--- src/rtl/core/qmr_pkg.sv ---
// Shared types and Hamilton product sign table for the quaternion unit.
`default_nettype none

package qmr_pkg;

  // Edges from an accepted item to its result strobe
  localparam int unsigned PIPE_LATENCY = 4;

  // Term j of component k pairs a[j] with b[k ^ j]; bit j set means subtract
  localparam logic [3:0] HAM_NEG [4] = '{4'b1110, 4'b1000, 4'b0010, 4'b0100};

  typedef struct packed {
    logic valid;
    logic mode;
    logic ovf;
  } qmr_ctl_t;

endpackage : qmr_pkg

`default_nettype wire

--- src/rtl/core/qmr_mul4x4.sv ---
// Registered outer product of two four-component signed vectors.
`default_nettype none

module qmr_mul4x4
  import qmr_pkg::*;
#(
  parameter int unsigned A_W = 16,
  parameter int unsigned B_W = 16
) (
  input  logic                        clk,
  input  logic                        rst_n,
  input  qmr_ctl_t                    ctl_i,
  input  logic signed [A_W-1:0]       a_i [4],
  input  logic signed [B_W-1:0]       b_i [4],
  output qmr_ctl_t                    ctl_o,
  output logic signed [A_W+B_W-1:0]   prod_o [4][4]
);

  localparam int unsigned PROD_W = A_W + B_W;

  qmr_ctl_t                  ctl_r;
  logic signed [PROD_W-1:0]  prod_r   [4][4];
  logic signed [PROD_W-1:0]  prod_nxt [4][4];

  always_comb begin
    for (int i = 0; i < 4; i++) begin
      for (int j = 0; j < 4; j++) begin
        prod_nxt[i][j] = PROD_W'(a_i[i]) * PROD_W'(b_i[j]);
      end
    end
  end

  always_ff @(posedge clk) begin
    if (!rst_n) begin
      ctl_r <= '0;
    end else begin
      ctl_r <= ctl_i;
    end
  end

  always_ff @(posedge clk) begin
    prod_r <= prod_nxt;
  end

  assign ctl_o  = ctl_r;
  assign prod_o = prod_r;

endmodule : qmr_mul4x4

`default_nettype wire

--- src/rtl/core/qmr_hsum.sv ---
// Hamilton sums of products (optionally with b conjugated) with floor shift, saturation, bypass and overflow merge.
`default_nettype none

module qmr_hsum
  import qmr_pkg::*;
#(
  parameter int unsigned A_W       = 16,
  parameter int unsigned B_W       = 16,
  parameter int unsigned OUT_W     = 24,
  parameter int unsigned NARROW_W  = 16,
  parameter int unsigned FRAC_BITS = 12,
  parameter bit          CONJ_B    = 1'b0
) (
  input  logic                        clk,
  input  logic                        rst_n,
  input  qmr_ctl_t                    ctl_i,
  input  logic signed [A_W+B_W-1:0]   prod_i [4][4],
  input  logic                        narrow_i,
  input  logic                        ovf_en_i,
  input  logic [3:0]                  byp_en_i,
  input  logic signed [OUT_W-1:0]     byp_val_i [4],
  output qmr_ctl_t                    ctl_o,
  output logic signed [OUT_W-1:0]     res_o [4]
);

  localparam int unsigned SUM_W = A_W + B_W + 2;
  localparam logic signed [OUT_W-1:0] MAX_W = {1'b0, {(OUT_W-1){1'b1}}};
  localparam logic signed [OUT_W-1:0] MIN_W = ~MAX_W;
  localparam logic signed [OUT_W-1:0] MAX_N =
    OUT_W'((64'd1 << (NARROW_W - 1)) - 64'd1);
  localparam logic signed [OUT_W-1:0] MIN_N = ~MAX_N;

  qmr_ctl_t                  ctl_r;
  qmr_ctl_t                  ctl_nxt;
  logic signed [OUT_W-1:0]   res_r   [4];
  logic signed [OUT_W-1:0]   res_nxt [4];
  logic signed [SUM_W-1:0]   sum     [4];
  logic signed [SUM_W-1:0]   sh      [4];
  logic [3:0]                sat;

  always_comb begin
    for (int k = 0; k < 4; k++) begin
      sum[k] = '0;
      for (int j = 0; j < 4; j++) begin
        if (HAM_NEG[k][j] ^ (CONJ_B && ((k ^ j) != 0))) begin
          sum[k] = sum[k] - SUM_W'(prod_i[j][2'(k ^ j)]);
        end else begin
          sum[k] = sum[k] + SUM_W'(prod_i[j][2'(k ^ j)]);
        end
      end
    end
  end

  always_comb begin
    for (int k = 0; k < 4; k++) begin
      sh[k] = sum[k] >>> FRAC_BITS;
      if (narrow_i) begin
        sat[k] = !((&sh[k][SUM_W-1:NARROW_W-1]) || !(|sh[k][SUM_W-1:NARROW_W-1]));
        res_nxt[k] = sat[k] ? (sh[k][SUM_W-1] ? MIN_N : MAX_N) : sh[k][OUT_W-1:0];
      end else begin
        sat[k] = !((&sh[k][SUM_W-1:OUT_W-1]) || !(|sh[k][SUM_W-1:OUT_W-1]));
        res_nxt[k] = sat[k] ? (sh[k][SUM_W-1] ? MIN_W : MAX_W) : sh[k][OUT_W-1:0];
      end
      if (byp_en_i[k]) begin
        res_nxt[k] = byp_val_i[k];
      end
    end
    ctl_nxt     = ctl_i;
    ctl_nxt.ovf = ctl_i.ovf | (ovf_en_i & (|sat));
  end

  always_ff @(posedge clk) begin
    if (!rst_n) begin
      ctl_r <= '0;
    end else begin
      ctl_r <= ctl_nxt;
    end
  end

  always_ff @(posedge clk) begin
    res_r <= res_nxt;
  end

  assign ctl_o = ctl_r;
  assign res_o = res_r;

endmodule : qmr_hsum

`default_nettype wire

--- src/rtl/core/quaternion_multiply_rotate_core.sv ---
// Top level of the pipelined fixed-point quaternion product and rotation unit.
//
// Input channel: drive the item on the in_* ports and raise start; the item
// is taken at a rising edge with start high and busy low. busy is high only
// during reset and in the first cycle after it, so one item may enter every cycle.
// in_mode low gives the Hamilton product p*r; high rotates (r_x, r_y, r_z)
// by p as p*v*conj(p), with out_w forced to zero.
// Result channel: out_valid is high for one cycle with out_w, out_x, out_y,
// out_z and out_overflow; the receiver takes it in that cycle and cannot
// stall it. out_overflow flags saturation of any component, intermediate
// or final.
// Pipeline: four registers, in order the first multiplier array, first sum
// and saturate, second multiplier array, second sum and saturate.
// Throughput: one item per cycle while busy is low, with up to four items in flight.
// Reset: synchronous, active low; drops every item in flight.
`default_nettype none

module quaternion_multiply_rotate_core
  import qmr_pkg::*;
#(
  parameter int unsigned COMP_WIDTH = 16,
  parameter int unsigned FRAC_BITS  = 12
) (
  input  logic                         clk,
  input  logic                         rst_n,
  input  logic                         start,
  output logic                         busy,
  input  logic                         in_mode,
  input  logic signed [COMP_WIDTH-1:0] in_p_w,
  input  logic signed [COMP_WIDTH-1:0] in_p_x,
  input  logic signed [COMP_WIDTH-1:0] in_p_y,
  input  logic signed [COMP_WIDTH-1:0] in_p_z,
  input  logic signed [COMP_WIDTH-1:0] in_r_w,
  input  logic signed [COMP_WIDTH-1:0] in_r_x,
  input  logic signed [COMP_WIDTH-1:0] in_r_y,
  input  logic signed [COMP_WIDTH-1:0] in_r_z,
  output logic                         out_valid,
  output logic signed [COMP_WIDTH-1:0] out_w,
  output logic signed [COMP_WIDTH-1:0] out_x,
  output logic signed [COMP_WIDTH-1:0] out_y,
  output logic signed [COMP_WIDTH-1:0] out_z,
  output logic                         out_overflow
);

  localparam int unsigned C_W     = COMP_WIDTH;
  localparam int unsigned INTER_W = (C_W + 8 > 32) ? 32 : C_W + 8;

  logic                       busy_r;
  qmr_ctl_t                   ctl_in;
  qmr_ctl_t                   ctl_a;
  qmr_ctl_t                   ctl_b;
  qmr_ctl_t                   ctl_c;
  qmr_ctl_t                   ctl_d;
  logic signed [C_W-1:0]      p_in   [4];
  logic signed [C_W-1:0]      r_in   [4];
  logic signed [C_W-1:0]      p_a_r  [4];
  logic signed [C_W-1:0]      p_b_r  [4];
  logic signed [2*C_W-1:0]    prod_a [4][4];
  logic signed [INTER_W-1:0]  t_b    [4];
  logic signed [INTER_W-1:0]  t_c_r  [4];
  logic signed [INTER_W+C_W-1:0] prod_c [4][4];
  logic signed [C_W-1:0]      byp_d  [4];
  logic signed [C_W-1:0]      res_d  [4];
  logic signed [INTER_W-1:0]  byp_b  [4];

  always_ff @(posedge clk) begin
    if (!rst_n) begin
      busy_r <= 1'b1;
    end else begin
      busy_r <= 1'b0;
    end
  end

  assign busy = busy_r;

  always_comb begin
    ctl_in.valid = start && !busy_r;
    ctl_in.mode  = in_mode;
    ctl_in.ovf   = 1'b0;
    p_in[0] = in_p_w;
    p_in[1] = in_p_x;
    p_in[2] = in_p_y;
    p_in[3] = in_p_z;
    r_in[0] = in_mode ? '0 : in_r_w;
    r_in[1] = in_r_x;
    r_in[2] = in_r_y;
    r_in[3] = in_r_z;
    for (int k = 0; k < 4; k++) begin
      byp_b[k] = '0;
      byp_d[k] = ctl_c.mode ? '0 : t_c_r[k][C_W-1:0];
    end
  end

  always_ff @(posedge clk) begin
    p_a_r <= p_in;
    p_b_r <= p_a_r;
    t_c_r <= t_b;
  end

  qmr_mul4x4 #(
    .A_W(C_W),
    .B_W(C_W)
  ) u_mul_a (
    .clk   (clk),
    .rst_n (rst_n),
    .ctl_i (ctl_in),
    .a_i   (p_in),
    .b_i   (r_in),
    .ctl_o (ctl_a),
    .prod_o(prod_a)
  );

  qmr_hsum #(
    .A_W      (C_W),
    .B_W      (C_W),
    .OUT_W    (INTER_W),
    .NARROW_W (C_W),
    .FRAC_BITS(FRAC_BITS),
    .CONJ_B   (1'b0)
  ) u_sum_b (
    .clk      (clk),
    .rst_n    (rst_n),
    .ctl_i    (ctl_a),
    .prod_i   (prod_a),
    .narrow_i (!ctl_a.mode),
    .ovf_en_i (1'b1),
    .byp_en_i (4'b0000),
    .byp_val_i(byp_b),
    .ctl_o    (ctl_b),
    .res_o    (t_b)
  );

  qmr_mul4x4 #(
    .A_W(INTER_W),
    .B_W(C_W)
  ) u_mul_c (
    .clk   (clk),
    .rst_n (rst_n),
    .ctl_i (ctl_b),
    .a_i   (t_b),
    .b_i   (p_b_r),
    .ctl_o (ctl_c),
    .prod_o(prod_c)
  );

  qmr_hsum #(
    .A_W      (INTER_W),
    .B_W      (C_W),
    .OUT_W    (C_W),
    .NARROW_W (C_W),
    .FRAC_BITS(FRAC_BITS),
    .CONJ_B   (1'b1)
  ) u_sum_d (
    .clk      (clk),
    .rst_n    (rst_n),
    .ctl_i    (ctl_c),
    .prod_i   (prod_c),
    .narrow_i (1'b0),
    .ovf_en_i (ctl_c.mode),
    .byp_en_i (ctl_c.mode ? 4'b0001 : 4'b1111),
    .byp_val_i(byp_d),
    .ctl_o    (ctl_d),
    .res_o    (res_d)
  );

  assign out_valid    = ctl_d.valid;
  assign out_overflow = ctl_d.ovf;
  assign out_w        = res_d[0];
  assign out_x        = res_d[1];
  assign out_y        = res_d[2];
  assign out_z        = res_d[3];

endmodule : quaternion_multiply_rotate_core

`default_nettype wire

--- config.mk ---
export PLATFORM = sky130hd
export DESIGN_NAME = quaternion_multiply_rotate_core
export DESIGN_NICKNAME = d
export VERILOG_FILES = /design/src/rtl/core/qmr_pkg.sv /design/src/rtl/core/qmr_mul4x4.sv /design/src/rtl/core/qmr_hsum.sv /design/src/rtl/core/quaternion_multiply_rotate_core.sv
export SDC_FILE = /design/constraint.sdc
export NUM_CORES = 1
export LEC_CHECK = 0
export ABC_AREA = 0
export CAP_MARGIN = 25
export CORE_AREA = 3 3 75 77
export DETAILED_ROUTE_END_ITERATION = 10
export DIE_AREA = 0 0 78 80
export DONT_BUFFER_PORTS = 1
export HOLD_SLACK_MARGIN = 0.15
export SETUP_SLACK_MARGIN = 0.02
export SYNTH_ARGS = -nofsm -noshare
export SYNTH_HDL_FRONTEND = slang
export SYNTH_SLANG_ARGS = --single-unit
--- constraint.sdc ---
create_clock -name clk -period 0.8 [get_ports clk]
set_input_delay 0.08 -clock clk [delete_from_list [all_inputs] [get_ports clk]]
set_output_delay 0.08 -clock clk [all_outputs]
set_load 0.02 [all_outputs]
==> results.tsv, run 1 <==
metric	value	unit
Synth top area share	69.2	%
area delta synth->final	-11.9	%
Synth area leaders	buf_4, dfxtp_1, and2_2	
die width	78	um
grt ovf	0	
Max Fclk	1.32	GHz
Post-synth EDFFs	0	
IO Count	199	
Via density	1.84	
WL final	691	um
cell chain of the critical path	buf_6	
GPL Wtd Cong	0.518	
height of the die	80	um
Tot Pwr	1.18	mW
Buf/Inv on CP	1	
Syn Area/Cell	8.68	um^2
synthesized area	694	um^2
IO buf count	0	
Setup violations, final	0	
critical path endpoint category	output pin	
Rows	26	
pwr dens	1930	nW/um^2
asr flop ratio synth	0	%
failing checks	negative hold slack	
total negative slack	0	ns
Main synth FF type	dfxtp_1	
worst path required time	0.72	ns
Final Hold Viols	6	
Clock Sinks	8	
Tcrit/Tclk final	94.6	%
YS warnings	0	
HP Class	in2reg	
min Tclk post-route	0.757	ns
all-layer global routing usage	1.66	%
status	complete, but fails checks	
Initial Utilization	13.7	%
Leak	0.340	nW
nets	219	
Placeable Area	5070	um^2
Syn Inst Count	80	
cts bufs inserted	3	
Setup Skew	0.00250	ns
worst skew pair latency	0.22	ns
fill cell count	608	
CP startpoint kind	flop	
Final Util	12.1	%
crit-path leading delay family	flip-flops	
Post-CTS Setup Bufs	0	
unrepaired setup endpoints after global routing	true	
crit path max-delay cell type	dfxtp_2	
vias in the first global route	119	
Post-CTS Hold Buffers	2	
Max clock buf depth	2	
DRT iter0 DRCs	22	
clock slew at reported path FFs	0.04	ns
most area-hungry cell type in the Yosys netlist	buf_4	
Detail Route Antenna Nets	0	
worst hold slack	-0.118	ns
ANT cells	0	
Seq cells post-synth	8	
Seq/Total Area, Yosys	23.1	%
Crit Path Class	reg2out	
DRC errors left	0	
final max-slew violation count	0	
DR WL/cell	4.46	um
slowest stage delay, CP	0.34	ns
Design Area, Final	612	um^2
H-tree level count	1	
layout cell share with drive strength beyond 1	11.8	%
Critical Path AT	0.68	ns
Yosys cell types	6	
peak supply drop	0.668	mV
post-detail-place hpwl	573	um
via count	285	
Detailed Routing Iterations Pass 1	2	
largest net degree at the start of global routing	9	
Max Fanout on Critical Path	2	
first-pass GRT wire length	655	um
dpl cell area	546	um^2
initial antenna violation count	0	
most common cell in the netlist	buf_4	
CTS root buf	clkbuf_8	
die footprint	6240	um^2
max-cap violation count	0	
CTS tree	yes	
Synth top cells by count	buf_4, dfxtp_1, and2_2	
## repair_timing
action                                  4_1_cts  5_1_grt
endpoints found under the hold margin         8        7
gates resized for setup                       2        0
endpoints found under the setup margin        1        1
cloned                                        0        0
## layout make-up
type | instances | area, um^2 | area share (%)
Tap cell | 70 | 87.6 | 14.3
Clock buffer | 3 | 41.3 | 6.75
Timing Repair Buffer | 3 | 31.3 | 5.11
Multi-Input combinational cell | 70 | 287 | 46.8
Sequential cell | 8 | 161 | 26.4
Inverter | 1 | 3.75 | 0.613
## report_power, final
group | switching [mW] | internal (mW) | leakage, nW
Clock | 0.141 | 0.324 | 0.0216
Combinational | 0.275 | 0.0181 | 0.252
Sequential | 0.00778 | 0.416 | 0.0660
## final timing paths
kind,slack [ns],endpoint,cells past startpoint,from
worst max-delay path,0.04,busy,1,busy$_DFF_P_
worst min-delay path,-0.12,u_sum_b.ctl_o[0]$_DFF_P_,0,rst_n
worst max register to register,0.19,u_mul_a.ctl_o[2]$_SDFF_PN0_,1,busy$_DFF_P_
worst min register to register,0.43,u_sum_b.ctl_o[2]$_SDFF_PN0_,1,u_mul_a.ctl_o[2]$_SDFF_PN0_
## metrics by stage
step | worst slack, ns | instances
finish | 0.0431 | 155
global route | 0.00930 | 155
CTS | 0.0341 | 155
detailed placement | 0.180 | 150
global placement | 0.184 | 150
floorplan | 0.0835 | 143
## logic make-up after synthesis
| kind of cell | synth area share (%) |
|---|---|
| AND/OR/NAND/NOR | 6.67 |
| buffers and inverters | 69.7 |
| flip-flops | 23.1 |
| other | 0.540 |
## metal layers
metal	GRT usage (%)	wire length, um
met5	0	0
met4	1.57	0
met3	2.60	299
met2	1.28	215
met1	1.54	176
## flip-flops by register name, indices dropped and copies added (netlist names)
| name | flops |
|---|---|
| u_mul_c.ctl_o | 2 |
| u_sum_b.ctl_o | 2 |
| u_sum_d.ctl_o | 2 |
| busy | 1 |
| u_mul_a.ctl_o | 1 |
## placed cells by master, fill, tap and decap left out, drive strengths merged
master        n
and2          5
and3b         1
dlygate4sd3   2
dfxtp         8
inv           1
buf           1
conb         64
clkbuf        3
Note: power is estimated with default switching activity, not from simulation.
==> inputs of run 2 (changes only) <==
Clock period 0.8 ns to 0.95 ns, I/O delays scaled along.
==> results.tsv, run 2 (synthesized netlist as in run 1, its figures left out) <==
metric	value	unit
DRC errors left	0	
Design Area, Final	607	um^2
Reg power frac	35.7	%
Crit Path Class	in2reg	
clock slew at reported path FFs	0.04	ns
most frequent cells in the layout	conb_1, dfxtp_1, and2_2, clkbuf_8, dlygate4sd3_1	
WL final	677	um
met3 WL	282	um
Multi-input gate area	287	um^2
max-cap violation count	0	
wl on met1	190	um
slowest stage delay, CP	0.64	ns
largest net degree at the start of global routing	9	
unrepaired setup endpoints after global routing	false	
die width	78	um
total negative slack	0	ns
hold_sp	u_mul_a.ctl_o[2]$_SDFF_PN0_	
vias in the first global route	114	
Cells on Worst Hold Path	1	
H-tree level count	1	
Initial Utilization	13.7	%
CTS resizes	0	
clock share of power	39.2	%
die footprint	6240	um^2
IO Count	199	
met2 routed WL	203	um
initial antenna violation count	0	
commonest non-fill, non-tap cell in the layout	conb_1	
peak supply drop	0.576	mV
Via density	1.82	
worst-case hold path end point	u_sum_b.ctl_o[2]$_SDFF_PN0_	
layout cell share with drive strength beyond 1	10.6	%
nets	219	
R2R Path Start	busy$_DFF_P_	
CTS root buf	clkbuf_8	
ANT cells	0	
height of the die	80	um
Reg area	160	um^2
reg-to-reg endpoint	u_mul_a.ctl_o[2]$_SDFF_PN0_	
crit-path leading delay family	buffers and inverters	
post-detail-place hpwl	573	um
DR WL/cell	4.37	um
Buf/Inv on CP	1	
Detail Route Antenna Nets	0	
fill cell count	608	
Setup violations, final	0	
Placeable Area	5070	um^2
Detailed Routing Iterations Pass 1	3	
via count	282	
worst-case reg-to-reg path depth	1	
all-layer global routing usage	1.54	%
Setup Skew	0.00267	ns
Tot Pwr	996	uW
grt ovf	0	
switching power	359	uW
Tcrit/Tclk final	88.5	%
Rows	26	
IO buf count	0	
status	finished clean	
pwr dens	1640	nW/um^2
worst skew pair latency	0.22	ns
final max-slew violation count	0	
CTS tree	yes	
CP startpoint kind	primary input	
critical path endpoint category	flop	
Max Fclk	1.19	GHz
Critical Path AT	0.95	ns
dpl cell area	546	um^2
min Tclk post-route	0.841	ns
Max Fanout on Critical Path	8	
HP Class	reg2reg	
top sig layer	met3	
worst reg-to-reg setup slack	0.33	ns
Max clock buf depth	2	
GPL Wtd Cong	0.518	
switching share of power	36.0	%
Final Hold Viols	0	
cell chain of the critical path	dlygate4sd3_1, and2_2	
Combinational Power Share	25.0	%
Leak	0.339	nW
Clock Sinks	8	
crit path max-delay cell type	dlygate4sd3_1	
cts bufs inserted	3	
DRT iter0 DRCs	12	
P_int	637	uW
first-pass GRT wire length	614	um
area delta synth->final	-12.6	%
worst path required time	1.06	ns
-- run 2: cell counts in the layout (fill, tap and decap cells not counted) --
No cell type changed its count.
-- run 2: timing repair --
item,in CTS,in global routing
buffers inserted,0,0
hold buffers,2,0
endpoints found under the hold margin,8,0
-- run 2: worst max path at each step --
stage / startpoint / endpoint / slack [ns] / depth (start not counted)
2_1_floorplan: busy$_DFF_P_ / u_mul_a.ctl_o[2]$_SDFF_PN0_ / 0.23 / 1
3_5_place_dp: busy$_DFF_P_ / u_mul_a.ctl_o[2]$_SDFF_PN0_ / 0.33 / 1
4_1_cts: rst_n / u_sum_b.ctl_o[2]$_SDFF_PN0_ / 0.12 / 2
5_1_grt: rst_n / u_sum_b.ctl_o[2]$_SDFF_PN0_ / 0.09 / 2
3_3_place_gp: busy$_DFF_P_ / u_mul_a.ctl_o[2]$_SDFF_PN0_ / 0.33 / 1
6_report: rst_n / u_sum_b.ctl_o[2]$_SDFF_PN0_ / 0.11 / 2
-- run 2: layout make-up --
class / instances / share of cell area [%]
flip-flops and latches: 8 / 26.4
inverters: 1 / 0.619
repair buffers: 3 / 4.54
multi-input cells: 70 / 47.2
clock buffers: 3 / 6.80
well taps: 70 / 14.4
-- run 2: power groups by stage --
stage | Clock (mW) | Combinational (mW) | Sequential (mW)
finish | 0.391 | 0.249 | 0.356
global route | 0.430 | 0.264 | 0.356
CTS | 0.414 | 0.242 | 0.356
detailed placement | 0 | 0.232 | 0.362
global placement | 0 | 0.232 | 0.361
floorplan | 0 | 0.428 | 0.363
-- run 2: stage by stage --
stage | setup WS [ns] | hold slack (ns) | util [%] | std cells
after detailed placement | 0.330 | 0.124 | 10.7 | 150
after global placement | 0.334 | 0.124 | 10.7 | 150
final | 0.109 | 0.434 | 12.0 | 155
after floorplan | 0.233 | 0.123 | - | 143
after CTS | 0.119 | 0.439 | 12.0 | 155
after global routing | 0.0908 | 0.448 | 12.0 | 155
-- run 2: metal layers --
layer	track usage [%]	up-vias
met4	1.57	0
met2	1.11	51
met5	0	-
li1	-	121
met1	1.54	110
met3	2.26	0
==> inputs of run 3 (changes only) <==
Settings changed: CTS_CLUSTER_DIAMETER from default to 50, RECOVER_POWER from default to 25, SKIP_CTS_REPAIR_TIMING from default to 1.
==> results.tsv, run 3 (synthesized netlist as in run 1, its figures left out) <==
metric	value	unit
status	finished clean	
placed cells	150	
area delta synth->final	-12.6	%
die footprint	6240	um^2
pwr dens	1640	nW/um^2
Tcrit/Tclk final	88.5	%
Multi-input gate area	287	um^2
via count	282	
fill cell count	608	
crit path max-delay cell type	dlygate4sd3_1	
GR Layer Usage met3	3.05	%
initial antenna violation count	0	
Buf/Inv on CP	1	
Via density	1.82	
Final Util	12.0	%
all-layer global routing usage	1.54	%
Leak	0.339	nW
Setup Skew	0.00267	ns
die width	78	um
GPL Wtd Cong	0.518	
Detail Route Antenna Nets	0	
IO buf count	0	
ANT cells	0	
count of non-filler cells in the finished layout	155	
Clock Sinks	8	
dpl cell area	546	um^2
Initial Utilization	13.7	%
Crit Path Class	in2reg	
min Tclk post-route	0.841	ns
Placeable Area	5070	um^2
height of the die	80	um
cell chain of the critical path	dlygate4sd3_1, and2_2	
Final Hold Viols	0	
DRT iter0 DRCs	12	
Max Fanout on Critical Path	8	
vias in the first global route	112	
DRC errors left	0	
met1 Use GR	1.14	%
worst hold slack	0.434	ns
cts bufs inserted	3	
critical path endpoint category	flop	
CP startpoint kind	primary input	
HP Class	reg2reg	
WL final	677	um
Critical Path AT	0.95	ns
CTS root buf	clkbuf_8	
worst path required time	1.06	ns
IO Count	199	
largest net degree at the start of global routing	9	
worst skew pair latency	0.22	ns
met2 Use GR	1.03	%
Detailed Routing Iterations Pass 1	3	
most frequent cells in the layout	conb_1, dfxtp_1, and2_2, clkbuf_8, dlygate4sd3_1	
DR WL/cell	4.37	um
final max-slew violation count	0	
Design Area, Final	607	um^2
unrepaired setup endpoints after global routing	false	
Rows	26	
Max clock buf depth	2	
peak supply drop	0.576	mV
total negative slack	0	ns
commonest non-fill, non-tap cell in the layout	conb_1	
grt ovf	0	
Setup violations, final	0	
layout cell share with drive strength beyond 1	10.6	%
Reg area	160	um^2
first-pass GRT wire length	586	um
max-cap violation count	0	
nets	219	
H-tree level count	1	
Max Fclk	1.19	GHz
slowest stage delay, CP	0.64	ns
clock slew at reported path FFs	0.04	ns
crit-path leading delay family	buffers and inverters	
gr busiest metal	met3	
post-detail-place hpwl	573	um
CTS tree	yes	
## run 3: cell counts in the layout (fill, tap and decap cells not counted)
No cell type changed its count.
## run 3: worst paths after layout
path / startpoint / to / slack [ns] / depth (start not counted)
setup reg to reg: busy$_DFF_P_ / u_mul_a.ctl_o[2]$_SDFF_PN0_ / 0.33 / 1
hold / removal: u_mul_a.ctl_o[2]$_SDFF_PN0_ / u_sum_b.ctl_o[2]$_SDFF_PN0_ / 0.43 / 1
setup / recovery: rst_n / u_sum_b.ctl_o[2]$_SDFF_PN0_ / 0.11 / 2
hold reg to reg: u_mul_a.ctl_o[2]$_SDFF_PN0_ / u_sum_b.ctl_o[2]$_SDFF_PN0_ / 0.43 / 1
## run 3: area by class of cell
| class | instances | share of cell area (%) |
|---|---|---|
| well taps | 70 | 14.4 |
| clock buffers | 3 | 6.80 |
| inverters | 1 | 0.619 |
| flip-flops and latches | 8 | 26.4 |
| repair buffers | 3 | 4.54 |
| multi-input cells | 70 | 47.2 |
## run 3: per-stage QoR
| step | power [mW] | worst slack, ns |
|---|---|---|
| finish | 0.996 | 0.109 |
| global route | 1.05 | 0.0913 |
| CTS | 1.00 | 0.129 |
| detailed placement | 0.594 | 0.330 |
| global placement | 0.593 | 0.334 |
| floorplan | 0.791 | 0.233 |
## run 3: metal layers
metal / wire [um] / vias to the layer above / part of all wire [%]
met1: 190 / 110 / 28
met5: 0 / - / 0
li1: - / 121 / -
met3: 282 / 0 / 42
met2: 203 / 51 / 30
met4: 0 / 0 / 0
## run 3: power by group
part / switching [mW] / internal, mW / total, mW / leakage (nW)
logic: 0.235 / 0.0139 / 0.249 / 0.251
clock network: 0.118 / 0.273 / 0.391 / 0.0216
registers: 0.00596 / 0.350 / 0.356 / 0.0659
